[src/slru_pkg.sv]
// Shared types and constants for the size-aware LRU replacer.
package slru_pkg;

  localparam int unsigned Slots     = 64;
  localparam int unsigned IdxW      = $clog2(Slots);
  localparam int unsigned CntW      = $clog2(Slots + 1);
  localparam int unsigned KeyW      = 32;
  localparam int unsigned LenW      = 24;
  localparam int unsigned StatW     = 2;
  localparam int unsigned SlotOutW  = 6;
  localparam int unsigned EvW       = 7;
  localparam int unsigned InDataW   = 56;
  localparam int unsigned OutDataW  = 40;

  localparam logic [StatW-1:0] StatOk     = 2'd0;
  localparam logic [StatW-1:0] StatMiss   = 2'd1;
  localparam logic [StatW-1:0] StatReject = 2'd2;

  localparam logic RegCapacity = 1'b0;
  localparam logic RegMinEntry = 1'b1;

  localparam logic [LenW-1:0] CapacityReset = 24'd1048576;
  localparam logic [LenW-1:0] MinEntryReset = 24'd16384;

  typedef enum logic [2:0] {
    StIdle,
    StLook,
    StDecide,
    StCheck,
    StRead,
    StFree,
    StInsert,
    StDone
  } state_e;

  typedef struct packed {
    logic load;
    logic lookup;
    logic touch;
    logic pick;
    logic pick_lru;
    logic rd;
    logic free;
    logic insert;
    logic finish;
  } cmd_t;

  typedef struct packed {
    logic is_set;
    logic reject;
    logic hit;
    logic over;
    logic full;
    logic out_free;
  } stat_t;

endpackage

[src/slru_ctrl.sv]
// Controller state machine sequencing lookup, eviction and insert.
module slru_ctrl (
  input  logic           clk_i,
  input  logic           rst_ni,
  input  logic           in_fire_i,
  input  slru_pkg::stat_t st_i,
  output logic           in_ready_o,
  output slru_pkg::cmd_t cmd_o
);
  import slru_pkg::*;

  state_e state_q, state_d;

  always_ff @(posedge clk_i or negedge rst_ni) begin
    if (!rst_ni) begin
      state_q <= StIdle;
    end else begin
      state_q <= state_d;
    end
  end

  always_comb begin
    state_d = state_q;
    case (state_q)
      StIdle:   if (in_fire_i) state_d = StLook;
      StLook:   state_d = StDecide;
      StDecide: begin
        if (!st_i.is_set || st_i.reject) state_d = StDone;
        else if (st_i.hit) state_d = StRead;
        else state_d = StCheck;
      end
      StCheck:  begin
        if (st_i.over || st_i.full) state_d = StRead;
        else state_d = StInsert;
      end
      StRead:   state_d = StFree;
      StFree:   state_d = StCheck;
      StInsert: state_d = StDone;
      StDone:   if (st_i.out_free) state_d = StIdle;
      default:  state_d = StIdle;
    endcase
  end

  always_comb begin
    cmd_o      = '0;
    in_ready_o = 1'b0;
    case (state_q)
      StIdle:   begin
        in_ready_o = 1'b1;
        cmd_o.load = in_fire_i;
      end
      StLook:   cmd_o.lookup = 1'b1;
      StDecide: begin
        cmd_o.touch = !st_i.is_set && st_i.hit;
        cmd_o.pick  = st_i.is_set && !st_i.reject && st_i.hit;
      end
      StCheck:  begin
        cmd_o.pick     = st_i.over || st_i.full;
        cmd_o.pick_lru = 1'b1;
      end
      StRead:   cmd_o.rd = 1'b1;
      StFree:   cmd_o.free = 1'b1;
      StInsert: cmd_o.insert = 1'b1;
      StDone:   cmd_o.finish = st_i.out_free;
      default:  cmd_o = '0;
    endcase
  end

endmodule

[config.mk]
export PLATFORM = sky130hd
export DESIGN_NAME = slru_ctrl
export DESIGN_NICKNAME = d
export VERILOG_FILES = /design/src/slru_pkg.sv /design/src/slru_ctrl.sv
export SDC_FILE = /design/constraint.sdc
export NUM_CORES = 1
export LEC_CHECK = 0
export ABC_AREA = 0
export BUFFER_PORTS_ARGS = -buffer_cell sky130_fd_sc_hd__buf_2
export CAP_MARGIN = 20
export CORE_AREA = 2 2 39 41
export CTS_CLUSTER_DIAMETER = 120
export DETAILED_ROUTE_END_ITERATION = 16
export DIE_AREA = 0 0 41 43
export PLACE_DENSITY_LB_ADDON = 0.12
export SYNTH_ARGS = -nofsm -noshare
export SYNTH_HDL_FRONTEND = slang
export SYNTH_SLANG_ARGS = --single-unit
[constraint.sdc]
create_clock -name clk_i -period 2.8 [get_ports clk_i]
set_input_delay 0.28 -clock clk_i [delete_from_list [all_inputs] [get_ports clk_i]]
set_output_delay 0.28 -clock clk_i [all_outputs]
set_load 0.02 [all_outputs]
; ---- Word-level counts from Yosys, hierarchy flattened
; Cells that the tools add are included.
[word_totals]
regBits = 3
output_inout_bits = 10
word_cells = 35
[classes]
eq_ne = 9
muxes = 16
n_reduce_logical = 9
[ops]
columns = op, count
row1 = $pmux 3 s8, 1
row2 = $eq 3x3->1 const B, 4
row3 = $mux 3, 4
row4 = $mux 1, 9
row5 = $eq 3x2->1 const B, 2
row6 = $ne 2x2->1 const B, 2
row7 = $eq 3x1->1 const B, 1
row8 = $logic_and 1x1->1, 3
row9 = $logic_not 3->1, 1
row10 = $logic_not 1->1, 2
row11 = $logic_or 1x1->1, 2
row12 = $mux 2, 1
row13 = $pmux 1 s2, 1
row14 = $reduce_and 2->1, 1

; ---- Longest topological paths before layout
; Gate-level depths: netlist (run 1).
[depth]
ltp_word = 4
mapped_depth = 4
depth_no_buf = 3

; ---- Worst setup path after synthesis (run 1)
; Ideal clock, no wire load.
[synth_path]
path_type = reg2out
start = register state_q[1]
end = output port cmd_o[8] (netlist name)
t_arrival_ns = 1.416
required_time_ns = 2.520
path_slack_ns = 1.104
path_stages_with_launch = 4
path_buffers = 1
cell_sequence = dfrtp_1 > clkbuf_1 > nor3_1 > and2_1
[synth_lines]
columns = item, line
row1 = from (decl), slru_ctrl.sv:12  ; state_e state_q, state_d;
row2 = from (signal assigned), slru_ctrl.sv:16  ; state_q <= StIdle;
row3 = from (signal assigned), slru_ctrl.sv:18  ; state_q <= state_d;
row4 = to (decl), slru_ctrl.sv:8  ; output slru_pkg::cmd_t cmd_o

==> results of run 1 <==
## worst register-to-register path: cells and delay by family (launching register included)
family | cells | cell delay [ns]
DFF | 1 | 0.48
and+or+nand+nor | 1 | 0.55
AOI/OAI and AO/OA | 2 | 0.22
## kinds of logic (layout without fill, tap and decap cells)
| kind of cell | count (synthesis) | count (layout) | synth area share |
|---|---|---|---|
| and+or+nand+nor | 21 | 21 | 0.464 |
| buffers and inverters | 4 | 24 | 0.0900 |
| AOI/OAI and AO/OA | 8 | 8 | 0.161 |
| DFF | 3 | 3 | 0.284 |
## power groups by stage
stage | clock network (W) | logic (W) | registers, W
after CTS | 0.0000781 | 0.000215 | 0.000126
final | 0.0000740 | 0.000211 | 0.000124
after floorplan | 0 | 0.000210 | 0.0000744
after global placement | 0 | 0.000216 | 0.000127
after detailed placement | 0 | 0.000212 | 0.000126
after global routing | 0.0000807 | 0.000235 | 0.000130
## what timing repair did
item,4_1_cts,5_1_grt
hold buffers,1,0
setup buffers,0,0
endpoints found under the hold margin,3,0
## cell type report
cell class	count	share of cell area
Timing Repair Buffer	19	0.256
Clock buffer	4	0.0673
Tap cell	16	0.0513
Multi-Input combinational cell	29	0.423
Inverter	1	0.00962
Sequential cell	3	0.192
## placed cells by master, fill, tap and decap left out, drive strengths merged
master	instances
nand4bb	2
nor3b	1
or2	1
dlygate4sd3	1
dfrtp	3
nor4b	1
nor3	3
buf	18
o21ai	1
nand2	5
or4b	1
inv	1
nand2b	1
nor2	4
clkbuf	4
o211ai	1
and2	2
a21oi	6
## layer usage
| layer | GRT usage | up-vias | wire length [µm] |
|---|---|---|---|
| met5 | 0 | - | 0 |
| met4 | 0.0400 | 0 | 0 |
| met3 | 0.0157 | 0 | 41 |
| met2 | 0.109 | 8 | 329 |
| met1 | 0.149 | 143 | 342 |
| li1 | - | 168 | - |
## per-stage QoR
stage          std cells  hold slack [ns]  setup slack (ns)  area, µm²  power, W
2_1_floorplan         36          -0.0156              1.10        264  0.000285
3_3_place_gp          67           0.0788              1.39        354  0.000343
3_5_place_dp          67           0.0789              1.39        354  0.000338
4_1_cts               72            0.328              1.13        390  0.000418
5_1_grt               72            0.369              1.05        390  0.000445
6_report              72            0.338              1.14        390  0.000408
## worst max path at each step
| stage | depth (start not counted) | from | endpoint |
|---|---|---|---|
| detailed placement | 3 | state_q[2] | cmd_o[6] |
| finish | 3 | state_q[2] | cmd_o[6] |
| global placement | 3 | state_q[0] | state_q[2] |
| CTS | 3 | state_q[2] | cmd_o[6] |
| floorplan | 3 | state_q[1] | cmd_o[8] |
| global route | 3 | state_q[2] | cmd_o[6] |
==> qor.csv, run 1 <==
stage,metric,value,unit
power,Reg power frac,0.303,
critical_path,Crit path required time,2.52,ns
power,Sw Pwr,0.000204,W
critical_path,"Slowest-stage cell, CP",dfrtp_1,
synthesis,Yosys reg bits,3,
synthesis,Post-synth EDFFs,0,
global_routing,grt ovf,0,
clock_tree,# resized after CTS,0,
synthesis,Post-synth top cells,"a21oi_1, nand2_1, nor2_1",
critical_path,FF-to-FF Start,state_q[0],
clock_tree,clock-pin slew on the worst setup and hold paths,0.04,ns
job,Max Cap Viol,0,
floorplanning,initial core utilization,0.191,
power,P per Cell Area,1050,nW/µm²
finish,ANT cells,0,
synthesis,Yosys warnings,0,
global_routing,number of global-route vias before repair,275,
synthesis,net count of the mapped netlist,45,
critical_path,Worst Reg-to-Reg Cells,3,
timing,Final TNS setup,0,ns
global_routing,initial antenna violation count,0,
synthesis,Syn Area/Cell,7.33,µm²
hold_path,worst min path class,in2reg,
finish,ratio of cells with drive above 1 in the final layout,0.393,
timing,fin crit period,1.66,ns
finish,max reg flops,3,
critical_path,CP bufs+invs,1,
global_routing,Total Routing Usage GR,0.0905,
synthesis,Post-Syn Instances,36,
critical_path,crit path DAT,1.38,ns
timing,Final Cycle Share,0.593,
global_routing,first-pass GRT wire length,1130,µm
clock_tree,CTS Buf Count,3,
power,switching share of power,0.500,
critical_path,"CP delay by family, top",flip-flops,
drt,drt wl/cell,9.92,µm
drt,Via Count,319,
synthesis,top cell type's share of synthesized area,0.284,
placed_design,number of port buffers,18,
synthesis,Yosys top cell by area,dfrtp_1,
timing,Final Hold Fails,0,
power,VDD IR-drop max,225,µV
critical_path,critical path peak fanout,11,
power,Clock Power Share,0.181,
hold_path,Hold Path End,state_q[2],
critical_path,CP Cell Sequence,"nand2b_1, nor4b_1, buf_2",
finish,Seq. cell area,75.1,µm²
critical_path,R2R Setup Slk,1.41,ns
clock_tree,maximum clock path buffer count,2,
critical_path,element type at the critical path end,primary output,
critical_path,"Worst Path Class, Setup",reg2out,
critical_path,crit start category,flop,
synthesis,Synth Flop Type,dfrtp_1,
finish,Regs by FF count,state_q: 3 flops,
timing,Worst Clk Skew,0.00192,ns
synthesis,"Seq/Total Area, Yosys",0.284,
power,Cell Int Power,0.000204,W
synthesis,Post-Syn Area,264,µm²
clock_tree,CTS tree,built,
floorplanning,die area,1760,µm²
drt,DRC,0,
drt,DR vias/cell,4.43,
placed_design,hpwl dp,538,µm
floorplanning,# IOs,19,
critical_path,worst reg2reg path endpoint,state_q[2],
timing,worst-margin pin slew,0.321,ns
clock_tree,clk_lat worst skew,0.23,ns
floorplanning,Site Rows,14,
power,LEAKAGE,0.200,nW
timing,"Slew Viols, Final",0,
synthesis,Netlist cell types,18,
floorplanning,Core ar.,1380,µm²
global_routing,largest net degree at the start of global routing,12,
synthesis,Async SR Flop Fraction,1.00,
clock_tree,H-tree levels,1,
hold_path,HP Start,st_i[0],
finish,"Net count, final",66,
placed_design,global placer's final weighted congestion,0.744,
synthesis,most common cell in the netlist,a21oi_1,
critical_path,critical path's largest stage delay,0.47,ns
finish,Layout fillers,157,
drt,DR pass1 iterations,2,
drt,WL final,714,µm
clock_tree,CTS root buf,clkbuf_4,
drt,remaining antenna violation count,0,
drt,DR iter-0 viols,3,
finish,Area Growth Syn to Fin,47.9,%
finish,footprint of the multi-input gates,165,µm²
finish,"Most flops, register",state_q,
finish,"Core Util, Final",0.282,
timing,RSZ-0062 raised after global routing,false,
floorplanning,die width,41,µm
timing,Max Clk Rate,602,MHz
timing,Final setup viols,0,
hold_path,hold depth,4,
clock_tree,CTS sink count,3,
floorplanning,Die Y-Extent,43,µm
status,status,completed,
synthesis,Synth area leaders,"dfrtp_1, a21oi_1, nand4bb_1",
power,Gate power share,0.516,
timing,Slew HR,0.786,
Note: power is estimated with default switching activity, not from simulation.
==> run 2, diff against run 1 <==
- clock period: 2.8 -> 1.5 ns (I/O delays scaled with it)
==> run 2 against run 1 <==
Effect of this change: clock power is 91% higher; wire length is 5.6% higher; non-clock buffer count is 3 higher; final area is 17% higher; global-route usage is 0.41 points higher; cell count is 4.2% higher; sequential share of layout area is 2.2 points lower; clock skew hardly changed; setup slack worse by 1.1 ns; highest routed layer unchanged.
==> qor.csv, run 2 (synthesis results as in run 1) <==
stage,metric,value,unit,change
global_routing,initial antenna violation count,0,,unchanged
hold_path,HP Start,st_i[0],,
finish,Area Growth Syn to Fin,72.5,%,
critical_path,element type at the critical path end,primary output,,
clock_tree,H-tree levels,1,,unchanged
drt,DR top layer,met3,,
global_routing,number of global-route vias before repair,303,,+10%
hold_path,hold depth,4,,unchanged
timing,Final Cycle Share,0.949,,
clock_tree,CTS root buf,clkbuf_4,,
finish,most frequent cells in the layout,"buf_2, a21oi_1, nand2_1, buf_4, nor2_1",,
global_routing,Total Routing Usage GR,0.0947,,+0.00412
power,VDD IR-drop max,840,µV,+270%
power,LEAKAGE,0.225,nW,+13%
critical_path,worst reg2reg path endpoint,state_q[2],,
finish,Regs by FF count,state_q: 3 flops,,
critical_path,critical path peak fanout,5,,-6
timing,worst-margin pin slew,0.218,ns,-0.103 ns
timing,worst setup margin,0.0768,ns,-1.06 ns
timing,Final setup viols,0,,unchanged
placed_design,number of port buffers,18,,unchanged
critical_path,crit start category,flop,,
drt,drt wl/cell,10.1,µm,+1.4%
timing,Max Clk Rate,703,MHz,
floorplanning,# IOs,19,,unchanged
drt,WL final,754,µm,+5.6%
clock_tree,CTS Buf Count,3,,unchanged
placed_design,hpwl dp,584,µm,+8.6%
critical_path,R2R Setup Slk,0.28,ns,-1.13 ns
job,Max Cap Viol,0,,unchanged
timing,Final TNS setup,0,ns,unchanged
floorplanning,die area,1760,µm²,unchanged
power,P per Cell Area,1950,nW/µm²,+86%
clock_tree,CTS tree,built,,
timing,Worst Clk Skew,0.00152,ns,-0.000405 ns
critical_path,crit path DAT,1.27,ns,-0.11 ns
critical_path,Worst Reg-to-Reg Cells,3,,unchanged
finish,max reg flops,3,,unchanged
clock_tree,clock-pin slew on the worst setup and hold paths,0.04,ns,about the same
finish,Finished Cell Area,455,µm²,+17%
placed_design,dpl ws,0.239,ns,-1.15 ns
timing,fin crit period,1.42,ns,
drt,remaining antenna violation count,0,,unchanged
global_routing,grt ovf,0,,unchanged
timing,RSZ-0062 raised after global routing,false,,
drt,Via Count,328,,+2.8%
floorplanning,Die Y-Extent,43,µm,unchanged
global_routing,first-pass GRT wire length,1120,µm,-1.2%
floorplanning,die width,41,µm,unchanged
drt,DR pass1 iterations,2,,unchanged
floorplanning,Core ar.,1380,µm²,unchanged
timing,"Slew Viols, Final",0,,unchanged
status,status,completed,,
drt,DRC,0,,unchanged
clock_tree,CTS sink count,3,,unchanged
drt,DR iter-0 viols,4,,+1
hold_path,Hold Path End,state_q[2],,
timing,Slew HR,0.855,,+0.0686
global_routing,largest net degree at the start of global routing,12,,unchanged
drt,met3 wire length,34,µm,-17%
finish,"Core Util, Final",0.329,,+0.0470
floorplanning,Site Rows,14,,unchanged
placed_design,global placer's final weighted congestion,0.659,,-11%
placed_design,Post-DP Area,388,µm²,+9.5%
critical_path,"Worst Path Class, Setup",reg2out,,
floorplanning,initial core utilization,0.191,,unchanged
hold_path,worst min path class,in2reg,,
finish,ANT cells,0,,unchanged
critical_path,FF-to-FF Start,state_q[0],,
clock_tree,maximum clock path buffer count,2,,unchanged
finish,ratio of cells with drive above 1 in the final layout,0.525,,+0.133
finish,"Most flops, register",state_q,,
drt,met2 wire len,387,µm,+18%
finish,"commonest non-fill, non-tap cell in the layout",buf_2,,
critical_path,Crit path required time,1.35,ns,-1.17 ns
drt,DR vias/cell,4.37,,-1.3%
timing,Final Hold Fails,0,,unchanged
clock_tree,clk_lat worst skew,0.23,ns,about the same
timing,Hold WS,0.208,ns,-0.130 ns
drt,Metal-1 WL,333,µm,-2.6%
finish,"Net count, final",69,,+4.5%
run 2: cell count changes in the layout (fill, tap and decap cells not counted), sizes merged:
cell  before  now
buf       18   21
run 2: timing repair:
action / in CTS / in global routing
resized for setup: 1 / 5
pin swaps: 0 / 1
buffers inserted: 0 / 0
endpoints found under the hold margin: 3 / 0
setup endpoints to repair: 1 / 2
hold buffers: 1 / 0
run 2: per-stage QoR:
step	total power [W]	std cells
3_3_place_gp	0.000719	70
5_1_grt	0.000972	75
2_1_floorplan	0.000546	36
6_report	0.000888	75
3_5_place_dp	0.000704	70
4_1_cts	0.000854	75
run 2: critical path, cell delays in order, from the launching register on:
cell and delay (ns):
dfrtp_1 0.38, buf_4 0.16, nand4bb_4 0.19, a21oi_1 0.16, buf_4 0.16
run 2: report_power, final:
| group | internal (W) | switching, W | leakage, nW |
|---|---|---|---|
| sequential | 0.000128 | 0.0000814 | 0.0316 |
| clock | 0.0000996 | 0.0000409 | 0.0150 |
| combinational | 0.000245 | 0.000293 | 0.178 |
run 2: layout make-up:
| class | instances | area (µm²) |
|---|---|---|
| repair buffers | 22 | 128 |
| well taps | 16 | 20.0 |
| clock buffers | 4 | 26.3 |
| fillers | 157 | 928 |
| multi-input cells | 29 | 200 |
| flip-flops and latches | 3 | 77.6 |
| inverters | 1 | 3.75 |
run 2: metal layers:
metal  up-vias  track usage
li1        172            -
met1       149        0.123
met2         7        0.128
met3         0       0.0157
met4         0       0.0800
met5         -            0
run 2: worst max-delay path by stage:
stage	startpoint	cells past startpoint	slack, ns	end
3_3_place_gp	state_q[1]	3	0.21	cmd_o[6]
3_5_place_dp	state_q[1]	3	0.24	cmd_o[6]
4_1_cts	state_q[2]	3	0.01	cmd_o[6]
5_1_grt	state_q[0]	4	0.009	cmd_o[5]
2_1_floorplan	state_q[1]	3	0.14	cmd_o[8]
6_report	state_q[0]	4	0.08	cmd_o[5]
==> run 3, diff against run 2 <==
- clock period: 1.5 -> 1.16 ns (I/O delays scaled with it)
==> run 3 against run 2 <==
Effect of this change: final area grew 45%; sequential cell count unchanged; the run now ends with negative setup slack left; wire length is 24% higher; die area is the same; critical endpoint is now cmd_o[8]; utilization up 15 points; worst hold slack got worse by 0.040 ns; setup slack lost 0.28 ns; first-iteration DRC count did not move.
==> qor.csv, run 3 (synthesis results as in run 1) <==
stage,metric,value,unit,change
status,status,"finished, violations left",,
status,failing checks,negative setup slack,,
finish,ANT cells,0,,unchanged
global_routing,largest net degree at the start of global routing,7,,-5
power,Reg power frac,0.131,,-0.105
critical_path,worst reg2reg path endpoint,state_q[2],,
power,switching share of power,0.445,,-0.0223
drt,WL final,937,µm,+24%
placed_design,number of port buffers,18,,unchanged
critical_path,CP Cell Sequence,"buf_4, nor3_4, and2_4, buf_6",,
drt,DR vias/cell,4.42,,+1.1%
critical_path,FF-to-FF Start,state_q[0],,
clock_tree,CTS root buf,clkbuf_4,,
critical_path,R2R Setup Slk,-0.02,ns,-0.30 ns
finish,"Net count, final",77,,+12%
floorplanning,Site Rows,14,,unchanged
floorplanning,initial core utilization,0.191,,unchanged
placed_design,global placer's final weighted congestion,0.712,,+8.0%
critical_path,"Worst Path Class, Setup",reg2out,,
timing,RSZ-0062 raised after global routing,true,,
power,LEAKAGE,0.298,nW,+33%
finish,"Core Util, Final",0.478,,+0.149
power,Cell Int Power,0.000983,W,+110%
hold_path,HP Start,st_i[0],,
drt,DRC,0,,unchanged
drt,DR pass1 iterations,4,,+2
drt,drt wl/cell,11.3,µm,+12%
global_routing,number of global-route vias before repair,355,,+17%
critical_path,CP bufs+invs,2,,unchanged
finish,most frequent cells in the layout,"buf_6, buf_4, buf_2",,
timing,fin crit period,1.36,ns,
global_routing,initial antenna violation count,0,,unchanged
timing,"Slew Viols, Final",0,,unchanged
global_routing,first-pass GRT wire length,1520,µm,+36%
global_routing,grt ovf,0,,unchanged
floorplanning,# IOs,19,,unchanged
placed_design,hpwl dp,648,µm,+11%
clock_tree,H-tree levels,1,,unchanged
global_routing,Total Routing Usage GR,0.127,,+0.0324
finish,"commonest non-fill, non-tap cell in the layout",buf_6,,
power,Clock Power Share,0.104,,-0.054
clock_tree,clk_lat worst skew,0.23,ns,about the same
power,VDD IR-drop max,1720,µV,+110%
finish,footprint of the multi-input gates,287,µm²,+43%
timing,Final Cycle Share,1.17,,
timing,Worst Clk Skew,0.000758,ns,-0.000762 ns
job,Max Cap Viol,0,,unchanged
power,Total Power,0.00177,W,+100%
drt,Via Count,367,,+12%
timing,Max Clk Rate,735,MHz,
finish,ratio of cells with drive above 1 in the final layout,0.761,,+0.236
timing,Hold WS,0.169,ns,-0.0397 ns
floorplanning,die area,1760,µm²,unchanged
critical_path,crit start category,flop,,
power,P per Cell Area,2680,nW/µm²,+37%
timing,Slew HR,0.861,,+0.00594
critical_path,"Slowest-stage cell, CP",dfrtp_1,,
floorplanning,Die Y-Extent,43,µm,unchanged
finish,"Most flops, register",state_q,,
finish,Layout fillers,151,,-3.8%
clock_tree,CTS sink count,3,,unchanged
clock_tree,CTS Buf Count,3,,unchanged
finish,Area Growth Syn to Fin,151,%,
placed_design,dpl ws,-0.0445,ns,-0.283 ns
clock_tree,clock-pin slew on the worst setup and hold paths,0.04,ns,about the same
hold_path,hold depth,4,,unchanged
timing,worst setup margin,-0.201,ns,-0.278 ns
finish,max reg flops,3,,unchanged
critical_path,crit path DAT,1.25,ns,-0.02 ns
drt,remaining antenna violation count,0,,unchanged
critical_path,element type at the critical path end,primary output,,
hold_path,worst min path class,in2reg,,
finish,Seq. cell area,76.3,µm²,-1.6%
clock_tree,maximum clock path buffer count,2,,unchanged
timing,Final TNS setup,-1.46,ns,-1.46 ns
power,Gate power share,0.765,,+0.160
critical_path,critical path peak fanout,5,,unchanged
timing,Final setup viols,11,,+11
timing,Final Hold Fails,0,,unchanged
power,Sw Pwr,0.000789,W,+90%
hold_path,Hold Path End,state_q[2],,
floorplanning,Core ar.,1380,µm²,unchanged
drt,DR iter-0 viols,4,,unchanged
floorplanning,die width,41,µm,unchanged
critical_path,critical path's largest stage delay,0.39,ns,about the same
critical_path,Crit path required time,1.04,ns,-0.31 ns
critical_path,Worst Reg-to-Reg Cells,3,,unchanged
timing,worst-margin pin slew,0.207,ns,-0.0111 ns
clock_tree,CTS tree,built,,
finish,Regs by FF count,state_q: 3 flops,,
critical_path,"CP delay by family, top",flip-flops,,
## run 3: cell count changes in the layout (fill, tap and decap cells not counted), moves of 3 or more
cell / previous run / this run
a21oi_1: 6 / 3
buf_4: 5 / 10
buf_2: 16 / 8
a21oi_2: 0 / 3
buf_6: 0 / 11
nor2_1: 4 / 0
nor2_4: 0 / 4
## run 3: timing repair
| item | 4_1_cts | 5_1_grt |
|---|---|---|
| pin swaps | 2 | 9 |
| hold endpoints to repair | 3 | 0 |
| buffers inserted | 2 | 1 |
| hold buffers | 1 | 0 |
| endpoints found under the setup margin | 11 | 13 |
| gates resized for setup | 21 | 21 |
## run 3: worst reg2reg max path: cells and delay by family (launching register included)
| family | cells | cell delay [ns] |
|---|---|---|
| flip-flops | 1 | 0.39 |
| AO/OA/AOI/OAI | 2 | 0.19 |
| AND/OR/NAND/NOR | 1 | 0.48 |
## run 3: power groups by stage
stage / clock network, W / logic [W] / registers, W
after floorplan: 0 / 0.000588 / 0.000180
after global placement: 0 / 0.000863 / 0.000218
after detailed placement: 0 / 0.000858 / 0.000218
after CTS: 0.000198 / 0.00109 / 0.000218
after global routing: 0.000209 / 0.00146 / 0.000246
final: 0.000185 / 0.00135 / 0.000232
## run 3: metal layers
metal	track usage	up-vias	routed length [µm]
met4	0.0200	0	0
met1	0.186	167	407
li1	-	187	-
met5	0	-	0
met3	0.0628	0	72
met2	0.169	13	457
## run 3: how the worst max path moves through the flow
stage          cells after the start        from    endpoint  slack [ns]
6_report                           4  state_q[0]    cmd_o[8]       -0.20
5_1_grt                            4  state_q[2]    cmd_o[8]       -0.26
4_1_cts                            4  state_q[0]    cmd_o[5]       -0.23
3_5_place_dp                       4  state_q[1]    cmd_o[8]       -0.04
3_3_place_gp                       4  state_q[1]    cmd_o[8]       -0.04
2_1_floorplan                      4  state_q[0]  state_q[2]       -0.08
## run 3: area by class of cell
cell class	instances	area share
inverter	1	0.00567
tap	16	0.0302
clock buffer	4	0.0397
multi-input combinational	29	0.433
timing repair buffer	30	0.376
sequential	3	0.115
## run 3: per-stage QoR
step | instance area [µm²] | std cells
final | 662 | 83
after global routing | 662 | 83
after CTS | 563 | 82
after detailed placement | 449 | 75
after global placement | 449 | 75
after floorplan | 300 | 36
